==> config.mk <==
export PLATFORM = sky130hd
export DESIGN_NAME = multi_tap_keypad_text_entry_flat
export DESIGN_NICKNAME = d
export VERILOG_FILES = /design/src/hw/rtl/kte_pkg.sv /design/src/hw/rtl/kte_if.sv /design/src/hw/rtl/multi_tap_keypad_text_entry.sv /design/src/hw/rtl/kte_decode.sv /design/src/flat_wrapper.sv
export SDC_FILE = /design/constraint.sdc
export NUM_CORES = 1
export LEC_CHECK = 0
export BUFFER_PORTS_ARGS = -buffer_cell sky130_fd_sc_hd__buf_2
export CAP_MARGIN = 30
export CORE_MARGIN = 4
export CORE_UTILIZATION = 48
export DETAILED_ROUTE_END_ITERATION = 8
export GPL_ROUTABILITY_DRIVEN = 0
export PLACE_DENSITY = 0.68
export REMOVE_ABC_BUFFERS = 1
export SYNTH_ARGS = -nofsm -noshare
export SYNTH_HDL_FRONTEND = slang
export SYNTH_HIERARCHICAL = 1
export SYNTH_SLANG_ARGS = --single-unit
==> constraint.sdc <==
create_clock -name clk_i -period 7.8 [get_ports clk_i]
set_clock_uncertainty 0.05 [all_clocks]
set_input_delay 0.78 -clock clk_i [delete_from_list [all_inputs] [get_ports clk_i]]
set_output_delay 0.78 -clock clk_i [all_outputs]
set_load 0.02 [all_outputs]
==> src/hw/rtl/kte_pkg.sv <==
// Package for the multi-tap keypad text entry decoder.
// Holds the key, request and mode codes, the item and result types and the letter tables.
// No dependencies.
`default_nettype none

package kte_pkg;

  localparam int unsigned TextCapacityDef = 128;
  localparam logic [31:0] TimeoutReset    = 32'd1000;

  typedef enum logic {
    REQ_KEY     = 1'b0,
    REQ_TIMEOUT = 1'b1
  } req_e;

  typedef enum logic [3:0] {
    KEY_BKSP     = 4'd10,
    KEY_CASE     = 4'd11,
    KEY_RETURN   = 4'd12,
    KEY_ASTERISK = 4'd13,
    KEY_POUND    = 4'd14,
    KEY_OTHER    = 4'd15
  } key_e;

  typedef enum logic [1:0] {
    MODE_UPPER = 2'd0,
    MODE_LOWER = 2'd1,
    MODE_NUM   = 2'd2
  } mode_e;

  localparam logic [7:0] ChNewline = 8'h0a;
  localparam logic [7:0] ChStar    = 8'h2a;
  localparam logic [7:0] ChHash    = 8'h23;
  localparam logic [7:0] ChSpace   = 8'h20;
  localparam logic [7:0] ChZero    = 8'h30;
  localparam logic [7:0] ChOne     = 8'h31;
  localparam logic [7:0] CaseGap   = 8'h20;

  typedef struct packed {
    logic        req_type;
    logic [3:0]  key_code;
    logic [31:0] tick_now;
  } kte_item_t;

  typedef struct packed {
    logic [1:0] append_count;
    logic [7:0] first_char;
    logic [7:0] second_char;
    logic       erase_last;
    logic       pending_valid;
    logic [7:0] pending_char;
    logic [1:0] input_mode;
    logic [7:0] text_length;
  } kte_result_t;

  // number of letters on a letter key, 0 for other keys
  function automatic logic [2:0] kte_count(input logic [3:0] digit);
    logic [2:0] n;
    case (digit)
      4'd2, 4'd3, 4'd4, 4'd5, 4'd6, 4'd8: n = 3'd3;
      4'd7, 4'd9:                          n = 3'd4;
      default:                             n = 3'd0;
    endcase
    return n;
  endfunction

  function automatic logic [7:0] kte_letter(input logic [3:0] digit, input logic [1:0] idx,
                                            input logic upper);
    logic [7:0] base;
    logic [1:0] sel;
    logic [7:0] ch;
    case (digit)
      4'd2:    base = 8'h61;
      4'd3:    base = 8'h64;
      4'd4:    base = 8'h67;
      4'd5:    base = 8'h6a;
      4'd6:    base = 8'h6d;
      4'd7:    base = 8'h70;
      4'd8:    base = 8'h74;
      4'd9:    base = 8'h77;
      default: base = 8'h00;
    endcase
    sel = ({1'b0, idx} >= kte_count(digit)) ? 2'd0 : idx;
    ch  = base + {6'd0, sel};
    if (base == 8'h00) begin
      ch = 8'h00;
    end else if (upper) begin
      ch = ch - CaseGap;
    end
    return ch;
  endfunction

endpackage

`default_nettype wire

==> src/hw/rtl/kte_if.sv <==
// Channel interfaces of the keypad decoder: key item in, status result out, timeout write.
// Valid/ready handshake; no package dependency.
`default_nettype none

interface kte_in_if;
  logic        valid;
  logic        ready;
  logic        req_type;
  logic [3:0]  key_code;
  logic [31:0] tick_now;
  modport source (output valid, req_type, key_code, tick_now, input ready);
  modport sink   (input valid, req_type, key_code, tick_now, output ready);
endinterface

interface kte_out_if;
  logic       valid;
  logic       ready;
  logic [1:0] append_count;
  logic [7:0] first_char;
  logic [7:0] second_char;
  logic       erase_last;
  logic       pending_valid;
  logic [7:0] pending_char;
  logic [1:0] input_mode;
  logic [7:0] text_length;
  modport source (output valid, append_count, first_char, second_char, erase_last,
                  pending_valid, pending_char, input_mode, text_length, input ready);
  modport sink   (input valid, append_count, first_char, second_char, erase_last,
                  pending_valid, pending_char, input_mode, text_length, output ready);
endinterface

interface kte_cfg_if;
  logic        valid;
  logic        ready;
  logic [31:0] timeout_ticks;
  modport source (output valid, timeout_ticks, input ready);
  modport sink   (input valid, timeout_ticks, output ready);
endinterface

`default_nettype wire

==> src/hw/rtl/multi_tap_keypad_text_entry.sv <==
// Top level of the multi-tap keypad text entry decoder: input register, decoder, result register.
// Depends on kte_pkg, kte_if and kte_decode.
//
//   channel  dir  payload                                          transfer
//   in_ch    in   req_type, key_code, tick_now                     valid && ready
//   out_ch   out  append_count .. text_length (status per item)    valid && ready
//   cfg_ch   in   timeout_ticks                                    valid && ready
//
// One item per cycle while out_ch is ready; an item goes from the input to the result register.
// The decoder state updates in the same cycle as the result register loads.
// A stalled result holds the result register; the input register keeps taking an item
// until it is full too. Reset clears state, mode, length and sets timeout_ticks to 1000.
`default_nettype none

module multi_tap_keypad_text_entry #(
  parameter int unsigned TEXT_CAPACITY = kte_pkg::TextCapacityDef
) (
  input  wire logic clk_i,
  input  wire logic rst_ni,
  kte_in_if.sink    in_ch,
  kte_out_if.source out_ch,
  kte_cfg_if.sink   cfg_ch
);
  import kte_pkg::*;

  logic        in_vld_q;
  kte_item_t   in_q;
  logic        out_vld_q;
  kte_result_t out_q;
  kte_result_t res;
  logic [31:0] timeout_q;
  logic        adv;

  assign adv         = in_vld_q && (!out_vld_q || out_ch.ready);
  assign in_ch.ready = !in_vld_q || adv;
  assign cfg_ch.ready = 1'b1;

  always_ff @(posedge clk_i or negedge rst_ni) begin
    if (!rst_ni) begin
      in_vld_q  <= 1'b0;
      out_vld_q <= 1'b0;
      timeout_q <= TimeoutReset;
    end else begin
      if (in_ch.ready) begin
        in_vld_q <= in_ch.valid;
      end
      if (adv) begin
        out_vld_q <= 1'b1;
      end else if (out_ch.ready) begin
        out_vld_q <= 1'b0;
      end
      if (cfg_ch.valid) begin
        timeout_q <= cfg_ch.timeout_ticks;
      end
    end
  end

  always_ff @(posedge clk_i) begin
    if (in_ch.valid && in_ch.ready) begin
      in_q.req_type <= in_ch.req_type;
      in_q.key_code <= in_ch.key_code;
      in_q.tick_now <= in_ch.tick_now;
    end
    if (adv) begin
      out_q <= res;
    end
  end

  kte_decode #(
    .TEXT_CAPACITY(TEXT_CAPACITY)
  ) u_decode (
    .clk_i     (clk_i),
    .rst_ni    (rst_ni),
    .adv_i     (adv),
    .item_i    (in_q),
    .timeout_i (timeout_q),
    .res_o     (res)
  );

  assign out_ch.valid         = out_vld_q;
  assign out_ch.append_count  = out_q.append_count;
  assign out_ch.first_char    = out_q.first_char;
  assign out_ch.second_char   = out_q.second_char;
  assign out_ch.erase_last    = out_q.erase_last;
  assign out_ch.pending_valid = out_q.pending_valid;
  assign out_ch.pending_char  = out_q.pending_char;
  assign out_ch.input_mode    = out_q.input_mode;
  assign out_ch.text_length   = out_q.text_length;

  a_erase_no_append: assert property (@(posedge clk_i) disable iff (!rst_ni)
    out_vld_q && out_q.erase_last |-> out_q.append_count == 2'd0)
    else $error("erase reported together with an append");

  a_pending_char: assert property (@(posedge clk_i) disable iff (!rst_ni)
    out_vld_q |-> (out_q.pending_valid == (out_q.pending_char != 8'h00)))
    else $error("pending flag and pending character disagree");

  a_ready_full: assert property (@(posedge clk_i) disable iff (!rst_ni)
    !in_ch.ready |-> in_vld_q && out_vld_q)
    else $error("input stalled with room in the pipeline");

  a_result_loads: assert property (@(posedge clk_i) disable iff (!rst_ni)
    adv |=> out_vld_q)
    else $error("decoded item did not reach the result register");

endmodule

`default_nettype wire

==> src/hw/rtl/kte_decode.sv <==
// Decoder state and single-pass next-state logic for one registered key item.
// Depends on kte_pkg.
`default_nettype none

module kte_decode #(
  parameter int unsigned TEXT_CAPACITY = kte_pkg::TextCapacityDef
) (
  input  wire logic                 clk_i,
  input  wire logic                 rst_ni,
  input  wire logic                 adv_i,
  input  wire kte_pkg::kte_item_t   item_i,
  input  wire logic [31:0]          timeout_i,
  output kte_pkg::kte_result_t      res_o
);
  import kte_pkg::*;

  localparam int unsigned LenW = $clog2(TEXT_CAPACITY + 1);
  localparam logic [LenW:0] CapSum = (LenW + 1)'(TEXT_CAPACITY);

  logic            pend_q, pend_d;
  logic [3:0]      digit_q, digit_d;
  logic [1:0]      tidx_q, tidx_d;
  logic [31:0]     ttime_q, ttime_d;
  mode_e           mode_q, mode_d;
  logic [LenW-1:0] len_q, len_d;

  logic        do_commit;
  logic        extra;
  logic [7:0]  extra_ch;
  logic [7:0]  commit_ch;
  logic [31:0] diff;
  logic        in_time;
  logic        erase;
  logic [1:0]  app_n;
  logic [LenW:0] len_sum;
  logic [2:0]  next_idx;

  always_comb begin
    pend_d    = pend_q;
    digit_d   = digit_q;
    tidx_d    = tidx_q;
    ttime_d   = ttime_q;
    mode_d    = mode_q;
    do_commit = 1'b0;
    extra     = 1'b0;
    extra_ch  = 8'h00;
    erase     = 1'b0;
    diff      = item_i.tick_now - ttime_q;
    in_time   = (diff <= timeout_i);
    commit_ch = kte_letter(digit_q, tidx_q, mode_q == MODE_UPPER);
    next_idx  = {1'b0, tidx_q} + 3'd1;

    if (item_i.req_type == REQ_TIMEOUT) begin
      do_commit = pend_q && !in_time;
    end else if (item_i.key_code == KEY_BKSP) begin
      if (pend_q) begin
        pend_d = 1'b0;
        tidx_d = 2'd0;
      end else begin
        erase = (len_q != '0);
      end
    end else if (item_i.key_code == KEY_CASE) begin
      do_commit = pend_q;
      case (mode_q)
        MODE_UPPER: mode_d = MODE_LOWER;
        MODE_LOWER: mode_d = MODE_NUM;
        default:    mode_d = MODE_UPPER;
      endcase
    end else if (item_i.key_code == KEY_RETURN) begin
      do_commit = pend_q;
      extra     = 1'b1;
      extra_ch  = ChNewline;
    end else if (item_i.key_code == KEY_ASTERISK) begin
      do_commit = pend_q;
      extra     = 1'b1;
      extra_ch  = ChStar;
    end else if (item_i.key_code == KEY_POUND) begin
      do_commit = pend_q;
      extra     = 1'b1;
      extra_ch  = ChHash;
    end else if (item_i.key_code <= 4'd9) begin
      if (mode_q == MODE_NUM) begin
        do_commit = pend_q;
        extra     = 1'b1;
        extra_ch  = ChZero + {4'd0, item_i.key_code};
      end else if (item_i.key_code == 4'd0) begin
        do_commit = pend_q;
        extra     = 1'b1;
        extra_ch  = ChSpace;
      end else if (item_i.key_code == 4'd1) begin
        do_commit = pend_q;
        extra     = 1'b1;
        extra_ch  = ChOne;
      end else if (pend_q && digit_q == item_i.key_code && in_time) begin
        tidx_d  = (next_idx >= kte_count(item_i.key_code)) ? 2'd0 : next_idx[1:0];
        ttime_d = item_i.tick_now;
      end else begin
        do_commit = pend_q;
      end
    end

    if (do_commit) begin
      pend_d  = 1'b0;
      tidx_d  = 2'd0;
      ttime_d = 32'd0;
    end
    // fresh letter key press: start a new pending letter
    if (item_i.req_type == REQ_KEY && item_i.key_code <= 4'd9 && item_i.key_code >= 4'd2 &&
        mode_q != MODE_NUM && !(pend_q && digit_q == item_i.key_code && in_time)) begin
      pend_d  = 1'b1;
      digit_d = item_i.key_code;
      tidx_d  = 2'd0;
      ttime_d = item_i.tick_now;
    end

    app_n   = {1'b0, do_commit} + {1'b0, extra};
    len_sum = {1'b0, len_q} + (LenW + 1)'(app_n);
    if (erase) begin
      len_d = len_q - LenW'(1);
    end else if (len_sum > CapSum) begin
      len_d = LenW'(TEXT_CAPACITY);
    end else begin
      len_d = len_sum[LenW-1:0];
    end
  end

  always_comb begin
    res_o.append_count  = app_n;
    res_o.first_char    = do_commit ? commit_ch : (extra ? extra_ch : 8'h00);
    res_o.second_char   = (do_commit && extra) ? extra_ch : 8'h00;
    res_o.erase_last    = erase;
    res_o.pending_valid = pend_d;
    res_o.pending_char  = pend_d ? kte_letter(digit_d, tidx_d, mode_d == MODE_UPPER) : 8'h00;
    res_o.input_mode    = mode_d;
    res_o.text_length   = 8'(len_d);
  end

  always_ff @(posedge clk_i or negedge rst_ni) begin
    if (!rst_ni) begin
      pend_q  <= 1'b0;
      digit_q <= 4'd0;
      tidx_q  <= 2'd0;
      ttime_q <= 32'd0;
      mode_q  <= MODE_UPPER;
      len_q   <= '0;
    end else if (adv_i) begin
      pend_q  <= pend_d;
      digit_q <= digit_d;
      tidx_q  <= tidx_d;
      ttime_q <= ttime_d;
      mode_q  <= mode_d;
      len_q   <= len_d;
    end
  end

endmodule

`default_nettype wire
==> src/flat_wrapper.sv <==
// flat-port wrapper written by rule: the top's interface ports become plain ports
module multi_tap_keypad_text_entry_flat import kte_pkg::*;
#(
  parameter int unsigned TEXT_CAPACITY = kte_pkg::TextCapacityDef
)
  (clk_i, rst_ni, in_ch_valid, in_ch_req_type, in_ch_key_code, in_ch_tick_now, in_ch_ready, out_ch_valid, out_ch_append_count, out_ch_first_char, out_ch_second_char, out_ch_erase_last, out_ch_pending_valid, out_ch_pending_char, out_ch_input_mode, out_ch_text_length, out_ch_ready, cfg_ch_valid, cfg_ch_timeout_ticks, cfg_ch_ready);
  kte_in_if in_ch_i ();
  kte_out_if out_ch_i ();
  kte_cfg_if cfg_ch_i ();
  input  wire logic clk_i;
  input  wire logic rst_ni;
  input wire logic [$bits(in_ch_i.valid)-1:0] in_ch_valid;
  input wire logic [$bits(in_ch_i.req_type)-1:0] in_ch_req_type;
  input wire logic [$bits(in_ch_i.key_code)-1:0] in_ch_key_code;
  input wire logic [$bits(in_ch_i.tick_now)-1:0] in_ch_tick_now;
  output wire logic [$bits(in_ch_i.ready)-1:0] in_ch_ready;
  output wire logic [$bits(out_ch_i.valid)-1:0] out_ch_valid;
  output wire logic [$bits(out_ch_i.append_count)-1:0] out_ch_append_count;
  output wire logic [$bits(out_ch_i.first_char)-1:0] out_ch_first_char;
  output wire logic [$bits(out_ch_i.second_char)-1:0] out_ch_second_char;
  output wire logic [$bits(out_ch_i.erase_last)-1:0] out_ch_erase_last;
  output wire logic [$bits(out_ch_i.pending_valid)-1:0] out_ch_pending_valid;
  output wire logic [$bits(out_ch_i.pending_char)-1:0] out_ch_pending_char;
  output wire logic [$bits(out_ch_i.input_mode)-1:0] out_ch_input_mode;
  output wire logic [$bits(out_ch_i.text_length)-1:0] out_ch_text_length;
  input wire logic [$bits(out_ch_i.ready)-1:0] out_ch_ready;
  input wire logic [$bits(cfg_ch_i.valid)-1:0] cfg_ch_valid;
  input wire logic [$bits(cfg_ch_i.timeout_ticks)-1:0] cfg_ch_timeout_ticks;
  output wire logic [$bits(cfg_ch_i.ready)-1:0] cfg_ch_ready;
  assign in_ch_i.valid = in_ch_valid;
  assign in_ch_i.req_type = in_ch_req_type;
  assign in_ch_i.key_code = in_ch_key_code;
  assign in_ch_i.tick_now = in_ch_tick_now;
  assign in_ch_ready = in_ch_i.ready;
  assign out_ch_valid = out_ch_i.valid;
  assign out_ch_append_count = out_ch_i.append_count;
  assign out_ch_first_char = out_ch_i.first_char;
  assign out_ch_second_char = out_ch_i.second_char;
  assign out_ch_erase_last = out_ch_i.erase_last;
  assign out_ch_pending_valid = out_ch_i.pending_valid;
  assign out_ch_pending_char = out_ch_i.pending_char;
  assign out_ch_input_mode = out_ch_i.input_mode;
  assign out_ch_text_length = out_ch_i.text_length;
  assign out_ch_i.ready = out_ch_ready;
  assign cfg_ch_i.valid = cfg_ch_valid;
  assign cfg_ch_i.timeout_ticks = cfg_ch_timeout_ticks;
  assign cfg_ch_ready = cfg_ch_i.ready;
  multi_tap_keypad_text_entry #(.TEXT_CAPACITY(TEXT_CAPACITY)) u_core (.clk_i(clk_i), .rst_ni(rst_ni), .in_ch(in_ch_i), .out_ch(out_ch_i), .cfg_ch(cfg_ch_i));
endmodule
==> results of run 1 <==
[final timing paths]
path	slack (ns)	cells after the start	endpoint
worst max-delay path	0.46	32	u_core/out_ch.pending_char[7]
worst min-delay path	0.26	1	u_core/timeout_q[2]
worst max register to register	0.46	32	u_core/out_ch.pending_char[7]
worst min register to register	0.43	2	u_core/u_decode/ttime_q[13]
max in group asynchronous	6.43	2	u_core/u_decode/ttime_q[28]
min in group clk_i	0.43	2	u_core/u_decode/ttime_q[13]
[kinds of logic after synthesis]
| kind of cell | count (synthesis) |
|---|---|
| compound gates | 268 |
| xor+xnor | 44 |
| fa+ha+maj | 95 |
| buf+inv | 138 |
| flops | 158 |
| mux | 46 |
| other cells | 2 |
| simple gates | 299 |
[worst max-delay path, delay by kind of cell, from the launching register on]
kind / cells / cell delay [ns]
flip-flops: 1 / 0.42
adder cells (fa/ha/maj): 6 / 1.76
AND/OR/NAND/NOR: 9 / 1.14
AO/OA/AOI/OAI: 15 / 3.56
XOR/XNOR: 2 / 0.17
[final cells by class]
class,count,area share
clock buffers,19,0.03742
clock inverters,13,0.01089
inverters,94,0.02981
multi-input cells,755,0.4648
flip-flops and latches,158,0.3664
well taps,275,0.02907
repair buffers,131,0.06153
[layer usage]
metal / share of wire / wire length [um] / GRT usage
met1: 0.49 / 10980 / 0.2672
met4: 0.013 / 303 / 0.05711
met2: 0.46 / 10340 / 0.3042
met5: 0 / 0 / 0
met3: 0.041 / 925 / 0.03477
[what timing repair did]
| action | in CTS | in global routing |
|---|---|---|
| gates resized for setup | 0 | 7 |
| endpoints found under the setup margin | 0 | 9 |
| buffers inserted | 0 | 3 |
[metrics by stage]
stage	setup WS (ns)	util	power (uW)	hold WS (ns)	cells
2_1_floorplan	0.7425	-	2749	0.3987	1007
3_3_place_gp	0.5015	0.5284	3207	0.4128	1408
3_5_place_dp	0.3199	0.5294	3249	0.4209	1409
4_1_cts	0.2798	0.5564	4101	0.2663	1441
5_1_grt	-0.01636	0.5595	4450	0.2815	1445
6_report	0.4633	0.5595	4097	0.2597	1445
[report_power, final]
group	switching, uW	internal, uW
Combinational	1190	865
Clock	363	455
Sequential	153	1070
Total	1710	2390
[state kept, by name, indices dropped and copies added (netlist names), 4 cells and up]
register / flops
u_core/out_ch.second_char: 8
u_core/out_ch.pending_char: 8
u_core/out_ch.text_length: 8
u_core/timeout_q: 32
u_core/u_decode/len_q: 8
u_core/in_q: 37
u_core/u_decode/digit_q: 4
u_core/out_ch.first_char: 8
u_core/u_decode/ttime_q: 32
[layout by cell type (no fill, tap or decap), types with 18 or more instances in the layout]
cell type,n
a21oi_1,68
nor2_1,60
dfrtp_1,77
mux2_4,30
nand2_1,125
inv_1,94
nor3_1,18
a21o_1,24
xnor2_1,32
edfxtp_1,75
o21ai_0,69
ha_1,91
buf_2,112
==> flow_summary.json, run 1 <==
{
  "status": "finished, final reports clean",
  "p_leak_uw": 0.005382,
  "synth_edf_count": 75,
  "setup_tns_ns": 0,
  "crit_arrival_ns": 7.47,
  "cts_hold_buf": 0,
  "track_usage": 0.1908,
  "critical_path_class": "flop to flop",
  "synth-seq-cells": 158,
  "ir_worst_vdd_v": 0.0001500,
  "max_freq_mhz": 136.3,
  "netlist_top_cells_count": "nand2_1, inv_1, ha_1",
  "nFillCells": 1876,
  "final_nets": 1326,
  "post_synth_mux_area_share": 0.05961,
  "final_area_mm2": 0.01184,
  "syn_area_mm2": 0.01041,
  "hold_path_class": "primary input to async pin",
  "crit_fanout": 7,
  "synth-simple-area-share": 0.1370,
  "dp_hpwl_mm": 16.58,
  "period_share": 0.9406,
  "p_per_area_mw_per_mm2": 346.1,
  "crit_path_start_kind": "flop",
  "fp.dieArea_mm2": 0.02411,
  "layout-drive-gt1-share": 0.2043,
  "clockBufferDepth": 2,
  "worstPathRequired_ns": 7.93,
  "tightest_slew_ns": 0.9790,
  "wirelength_mm": 22.56,
  "synth.top_cell.area_share": 0.2163,
  "grt_pass1_vias": 7585,
  "portBuffers": 113,
  "synthDistinctLibCells": 85,
  "worstSetupEndpointType": "flop",
  "setup_violations": 0,
  "cts_tree": "yes",
  "ys_top_cells_by_area": "edfxtp_1, dfrtp_1, ha_1",
  "seq_area_mm2": 0.004337,
  "crit_top_cell": "ha_1",
  "io_pins": 115,
  "hold_viol": 0,
  "slew_viol_final": 0,
  "synth_compound_area_frac": 0.1735,
  "synth_ff_type": "dfrtp_1",
  "placed_area_mm2": 0.01120,
  "maxCapViolations": 0,
  "diodes": 0,
  "via_count": 7748,
  "yosys.cell_count.top_type": "nand2_1",
  "grt_overflow": 0,
  "dieHeight_um": 155.3,
  "synth_xor_area_frac": 0.03701,
  "coreArea_mm2": 0.02115,
  "cts_buffers": 17,
  "cts_sinks": 158,
  "dieWidth_um": 155.3,
  "yosysTopAreaCell": "edfxtp_1",
  "multi_input_area_mm2": 0.005502,
  "slowest_stage": "fa_1",
  "grt_max_degree": 66,
  "synth_cells": 1050,
  "synth_top_family_by_area": "compound AO/OA/AOI/OAI gates",
  "syn2layout_area_growth_pct": 13.68,
  "slew_headroom": 0.3449,
  "path_clk_slew_ns": 0.07,
  "initial_core_util": 0.4922,
  "grt_pass1_wl_mm": 37.45,
  "detail_route.wl_per_cell_um": 15.61,
  "drc_errors": 0,
  "clk_latency_ns": 0.43,
  "startpoint": "u_core/in_q[1]",
  "drtIter0Drc": 587,
  "htree_levels": 4,
  "ant_nets": 0,
  "ys_warn_count": 6,
  "viasPerCell": 5.362,
  "fin_crit_ns": 7.337,
  "synth_fa_ha_area_frac": 0.1171,
  "avgSynthCellArea_um2": 9.915,
  "antenna_found_initial": 0,
  "synth-seq-area-share": 0.4165,
  "timing.critical_path.slowest_cell_delay_ns": 0.43,
  "dr.pass1.iters": 5,
  "clockRootBuffer": "clkbuf_16",
  "r2r_start": "u_core/in_q[1]",
  "synthArstFlopShare": 0.5253,
  "num_rows": 53
}
No activity file was read; power rests on OpenSTA's default activity.
==> inputs of run 2 (changes only) <==
--- a/config.mk
+++ b/config.mk
@@ -11,6 +11,7 @@
 export CORE_UTILIZATION = 48
 export DETAILED_ROUTE_END_ITERATION = 8
 export GPL_ROUTABILITY_DRIVEN = 0
+export MAX_ROUTING_LAYER = met4
 export PLACE_DENSITY = 0.68
 export REMOVE_ABC_BUFFERS = 1
 export SYNTH_ARGS = -nofsm -noshare
==> run 2 against run 1 <==
Via count up 0.46%. Sequential cell count unchanged. Critical endpoint unchanged. Global-route usage increased by 0.53 points. Clock-buffer cell count unchanged. Largest cell class unchanged.
==> flow_summary.json, run 2 (synthesis gave the netlist of run 1 again) <==
{
  "hold_viol": 0,
  "largest_register": "u_core/in_q",
  "p_per_area_mw_per_mm2": 346.3,
  "final_cells": 1445,
  "clockBufferDepth": 2,
  "cts_tree": "yes",
  "diodes": 0,
  "cts_hold_buf": 0,
  "rr_worst_depth": 32,
  "io_pins": 115,
  "final_nets": 1326,
  "drtIter0Drc": 540,
  "crit_path_start_kind": "flop",
  "dp_cells": 1409,
  "largest_reg_flops": 37,
  "fin_crit_ns": 7.329,
  "detail_route.wl_per_cell_um": 15.59,
  "cts_buffers": 17,
  "grt_pass1_wl_mm": 37.40,
  "ir_worst_vdd_v": 0.0001505,
  "p_leak_uw": 0.005382,
  "dp_hpwl_mm": 16.58,
  "dr.pass1.iters": 5,
  "placed_area_mm2": 0.01120,
  "antenna_found_initial": 0,
  "setup_violations": 0,
  "initial_core_util": 0.4922,
  "fp.dieArea_mm2": 0.02411,
  "portBuffers": 113,
  "num_rows": 53,
  "worstPathBufferInverterCount": 0,
  "grt_overflow": 0,
  "slowest_stage": "fa_1",
  "layout_common_cells": "nand2_1, buf_2, inv_1, ha_1, dfrtp_1",
  "max_freq_mhz": 136.4,
  "period_share": 0.9396,
  "crit_arrival_ns": 7.47,
  "path_depth": 32,
  "cp_top_family": "compound AO/OA/AOI/OAI gates",
  "crit_fanout": 7,
  "dieHeight_um": 155.3,
  "grt_pass1_vias": 7591,
  "layout-drive-gt1-share": 0.2043,
  "largestRegisters": "u_core/in_q: 37 flops, u_core/timeout_q: 32 flops, u_core/u_decode/ttime_q: 32 flops",
  "worstSetupEndpointType": "flop",
  "dieWidth_um": 155.3,
  "crit_top_cell": "ha_1",
  "syn2layout_area_growth_pct": 13.68,
  "clk_latency_ns": 0.43,
  "p_total_uw": 4098,
  "whs_ns": 0.2538,
  "clockRootBuffer": "clkbuf_16",
  "cts_sinks": 158,
  "drc_errors": 0,
  "track_usage": 0.1961,
  "timing.critical_path.slowest_cell_delay_ns": 0.43,
  "final_common_cell": "nand2_1",
  "path_clk_slew_ns": 0.07,
  "slew_headroom": 0.3424,
  "ant_nets": 0,
  "final_area_mm2": 0.01184,
  "status": "finished, final reports clean",
  "wirelength_mm": 22.53,
  "grt_max_degree": 66,
  "worstPathRequired_ns": 7.94,
  "tightest_slew_ns": 0.9827,
  "via_count": 7784,
  "hold_path_class": "primary input to async pin",
  "htree_levels": 4,
  "critical_path_class": "flop to flop",
  "viasPerCell": 5.387,
  "coreArea_mm2": 0.02115,
  "maxCapViolations": 0,
  "slew_viol_final": 0
}
## run 2: power breakdown
part	internal (uW)	switching [uW]
registers	1070	153
clock network	455	365
logic	864	1190
total	2390	1710
## run 2: per-stage QoR
step / worst slack, ns / utilization / TNS, ns
6_report: 0.4709 / 0.5595 / 0
4_1_cts: 0.2798 / 0.5564 / 0
2_1_floorplan: 0.7425 / - / 0
3_3_place_gp: 0.5015 / 0.5284 / 0
3_5_place_dp: 0.3199 / 0.5294 / 0
5_1_grt: -0.01609 / 0.5595 / -0.03146
## run 2: final cells by class
cell class	count	area, um2
clock buffers	19	442.9
clock inverters	13	128.9
fillers	1876	9319
inverters	94	352.8
multi-input cells	755	5502
flip-flops and latches	158	4337
well taps	275	344.1
repair buffers	131	728.2
## run 2: timing repair
item	4_1_cts	5_1_grt
buffers inserted	0	3
gates resized for setup	0	7
setup endpoints to repair	0	9
## run 2: final timing paths
kind                                              from                            end  slack, ns
hold / removal                                  rst_ni            u_core/timeout_q[2]       0.25
setup reg to reg                        u_core/in_q[1]  u_core/out_ch.pending_char[7]       0.47
max in group asynchronous                       rst_ni    u_core/u_decode/ttime_q[27]       6.43
setup / recovery                        u_core/in_q[1]  u_core/out_ch.pending_char[7]       0.47
hold reg to reg            u_core/u_decode/ttime_q[13]    u_core/u_decode/ttime_q[13]       0.43
min in group clk_i         u_core/u_decode/ttime_q[13]    u_core/u_decode/ttime_q[13]       0.43
## run 2: per-layer routing
layer	wire, um	global-route usage	vias up
met5	0	-	-
met4	291	0.05711	0
met2	10380	0.3050	156
li1	-	-	3944
met1	10950	0.2669	3664
met3	912	0.03282	20
==> inputs of run 3 (changes only) <==
--- a/config.mk
+++ b/config.mk
@@ -12,7 +12,7 @@
 export DETAILED_ROUTE_END_ITERATION = 8
 export GPL_ROUTABILITY_DRIVEN = 0
 export MAX_ROUTING_LAYER = met4
-export PLACE_DENSITY = 0.68
+export PLACE_DENSITY = 0.64
 export REMOVE_ABC_BUFFERS = 1
 export SYNTH_ARGS = -nofsm -noshare
 export SYNTH_HDL_FRONTEND = slang
==> run 3 against run 2 <==
Design area increased by 0.62%. Fmax down 0.42%. Worst hold slack worse by 0.0090 ns.
==> flow_summary.json, run 3 (synthesis gave the netlist of run 1 again) <==
{
  "portBuffers": 113,
  "setup_violations": 0,
  "syn2layout_area_growth_pct": 14.39,
  "worstSetupEndpointType": "flop",
  "period_share": 0.9436,
  "largest_register": "u_core/in_q",
  "initial_core_util": 0.4922,
  "drc_errors": 0,
  "p_leak_uw": 0.005417,
  "layout-drive-gt1-share": 0.2109,
  "num_rows": 53,
  "crit_path_start_kind": "flop",
  "worstPathRequired_ns": 7.94,
  "crit_fanout": 5,
  "largestRegisters": "u_core/in_q: 37 flops, u_core/timeout_q: 32 flops, u_core/u_decode/ttime_q: 32 flops",
  "largest_reg_flops": 37,
  "dieHeight_um": 155.3,
  "slowest_stage": "fa_1",
  "final_common_cell": "nand2_1",
  "via_count": 7802,
  "dr.pass1.iters": 7,
  "p_per_area_mw_per_mm2": 350.2,
  "maxCapViolations": 0,
  "preCtsSetupSlack_ns": 0.3252,
  "fin_ws_ns": 0.4401,
  "max_freq_mhz": 135.9,
  "antenna_found_initial": 0,
  "diodes": 0,
  "p_total_uw": 4170,
  "clockRootBuffer": "clkbuf_16",
  "slew_viol_final": 0,
  "crit_arrival_ns": 7.50,
  "rr_worst_depth": 34,
  "status": "finished, final reports clean",
  "timing.critical_path.slowest_cell_delay_ns": 0.43,
  "fin_util": 0.5630,
  "tightest_slew_ns": 1.002,
  "slew_headroom": 0.3292,
  "dieWidth_um": 155.3,
  "clk_latency_ns": 0.43,
  "layout_common_cells": "nand2_1, buf_2, inv_1, ha_1, dfrtp_1",
  "grt_overflow": 0,
  "fin_crit_ns": 7.360,
  "drtIter0Drc": 433,
  "cts_tree": "yes",
  "cts_sinks": 158,
  "setup_tns_ns": 0,
  "grt_max_degree": 59,
  "track_usage": 0.2034,
  "critical_path_class": "flop to flop",
  "grt_pass1_wl_mm": 38.75,
  "whs_ns": 0.2448,
  "ir_worst_vdd_v": 0.0001666,
  "grt_pass1_vias": 7684,
  "path_clk_slew_ns": 0.07,
  "final_nets": 1327,
  "crit_top_cell": "ha_1",
  "coreArea_mm2": 0.02115,
  "clockBufferDepth": 2,
  "viasPerCell": 5.396,
  "detail_route.wl_per_cell_um": 15.99,
  "htree_levels": 4,
  "io_pins": 115,
  "hold_viol": 0,
  "cts_buffers": 17,
  "hold_path_class": "primary input to async pin",
  "cts_hold_buf": 0,
  "fp.dieArea_mm2": 0.02411,
  "ant_nets": 0,
  "wirelength_mm": 23.13,
  "dp_hpwl_mm": 16.85
}
==> run 3: changes by cell type in the layout (fill, tap and decap cells not counted), moves of 2 or more <==
cell	previous run	this run
clkinvlp_4	4	1
inv_6	5	7
inv_8	1	4
nor2b_1	11	9
nor2b_2	0	2
==> run 3: final cells by class <==
type	count	area (um2)
fillers	1885	9245
repair buffers	132	735.7
flip-flops and latches	158	4337
clock inverters	15	168.9
multi-input cells	755	5545
well taps	275	344.1
inverters	94	352.8
clock buffers	17	425.4
==> run 3: where the power goes <==
group / switching [uW] / internal [uW]
Clock: 394 / 459
Combinational: 1220 / 876
Sequential: 153 / 1070
==> run 3: final timing paths <==
kind	endpoint	start	slack, ns
worst max-delay path	u_core/out_ch.pending_char[7]	u_core/u_decode/ttime_q[1]	0.44
worst min-delay path	u_core/timeout_q[2]	rst_ni	0.24
worst max register to register	u_core/out_ch.pending_char[7]	u_core/u_decode/ttime_q[1]	0.44
worst min register to register	u_core/u_decode/ttime_q[24]	u_core/u_decode/ttime_q[24]	0.43
max in group asynchronous	u_core/u_decode/ttime_q[14]	rst_ni	6.39
min in group clk_i	u_core/u_decode/ttime_q[24]	u_core/u_decode/ttime_q[24]	0.43
==> run 3: stage by stage <==
step | cell area [um2] | cells
5_1_grt | 11910 | 1446
3_3_place_gp | 11200 | 1411
3_5_place_dp | 11220 | 1412
2_1_floorplan | 10160 | 1007
6_report | 11910 | 1446
4_1_cts | 11820 | 1444
==> run 3: timing repair <==
action	in CTS	in global routing
setup buffers	0	1
gates resized for setup	0	15
setup endpoints to repair	0	10
==> run 3: worst max-delay path, delay by kind of cell (launching register included) <==
| kind | cells | cell delay (ns) |
|---|---|---|
| buffers and inverters | 2 | 0.24 |
| flip-flops | 1 | 0.39 |
| XOR/XNOR | 2 | 0.17 |
| adder cells (fa/ha/maj) | 6 | 1.75 |
| AND/OR/NAND/NOR | 9 | 1.13 |
| AO/OA/AOI/OAI | 15 | 3.37 |
==> run 3: routing by layer <==
layer  up-vias  GRT usage  part of all wire
met5         -          -                 0
met4         0    0.05002             0.014
met3        29    0.03533             0.043
met2       164     0.3038              0.44
met1      3650     0.2909              0.50
li1       3959          -                 -
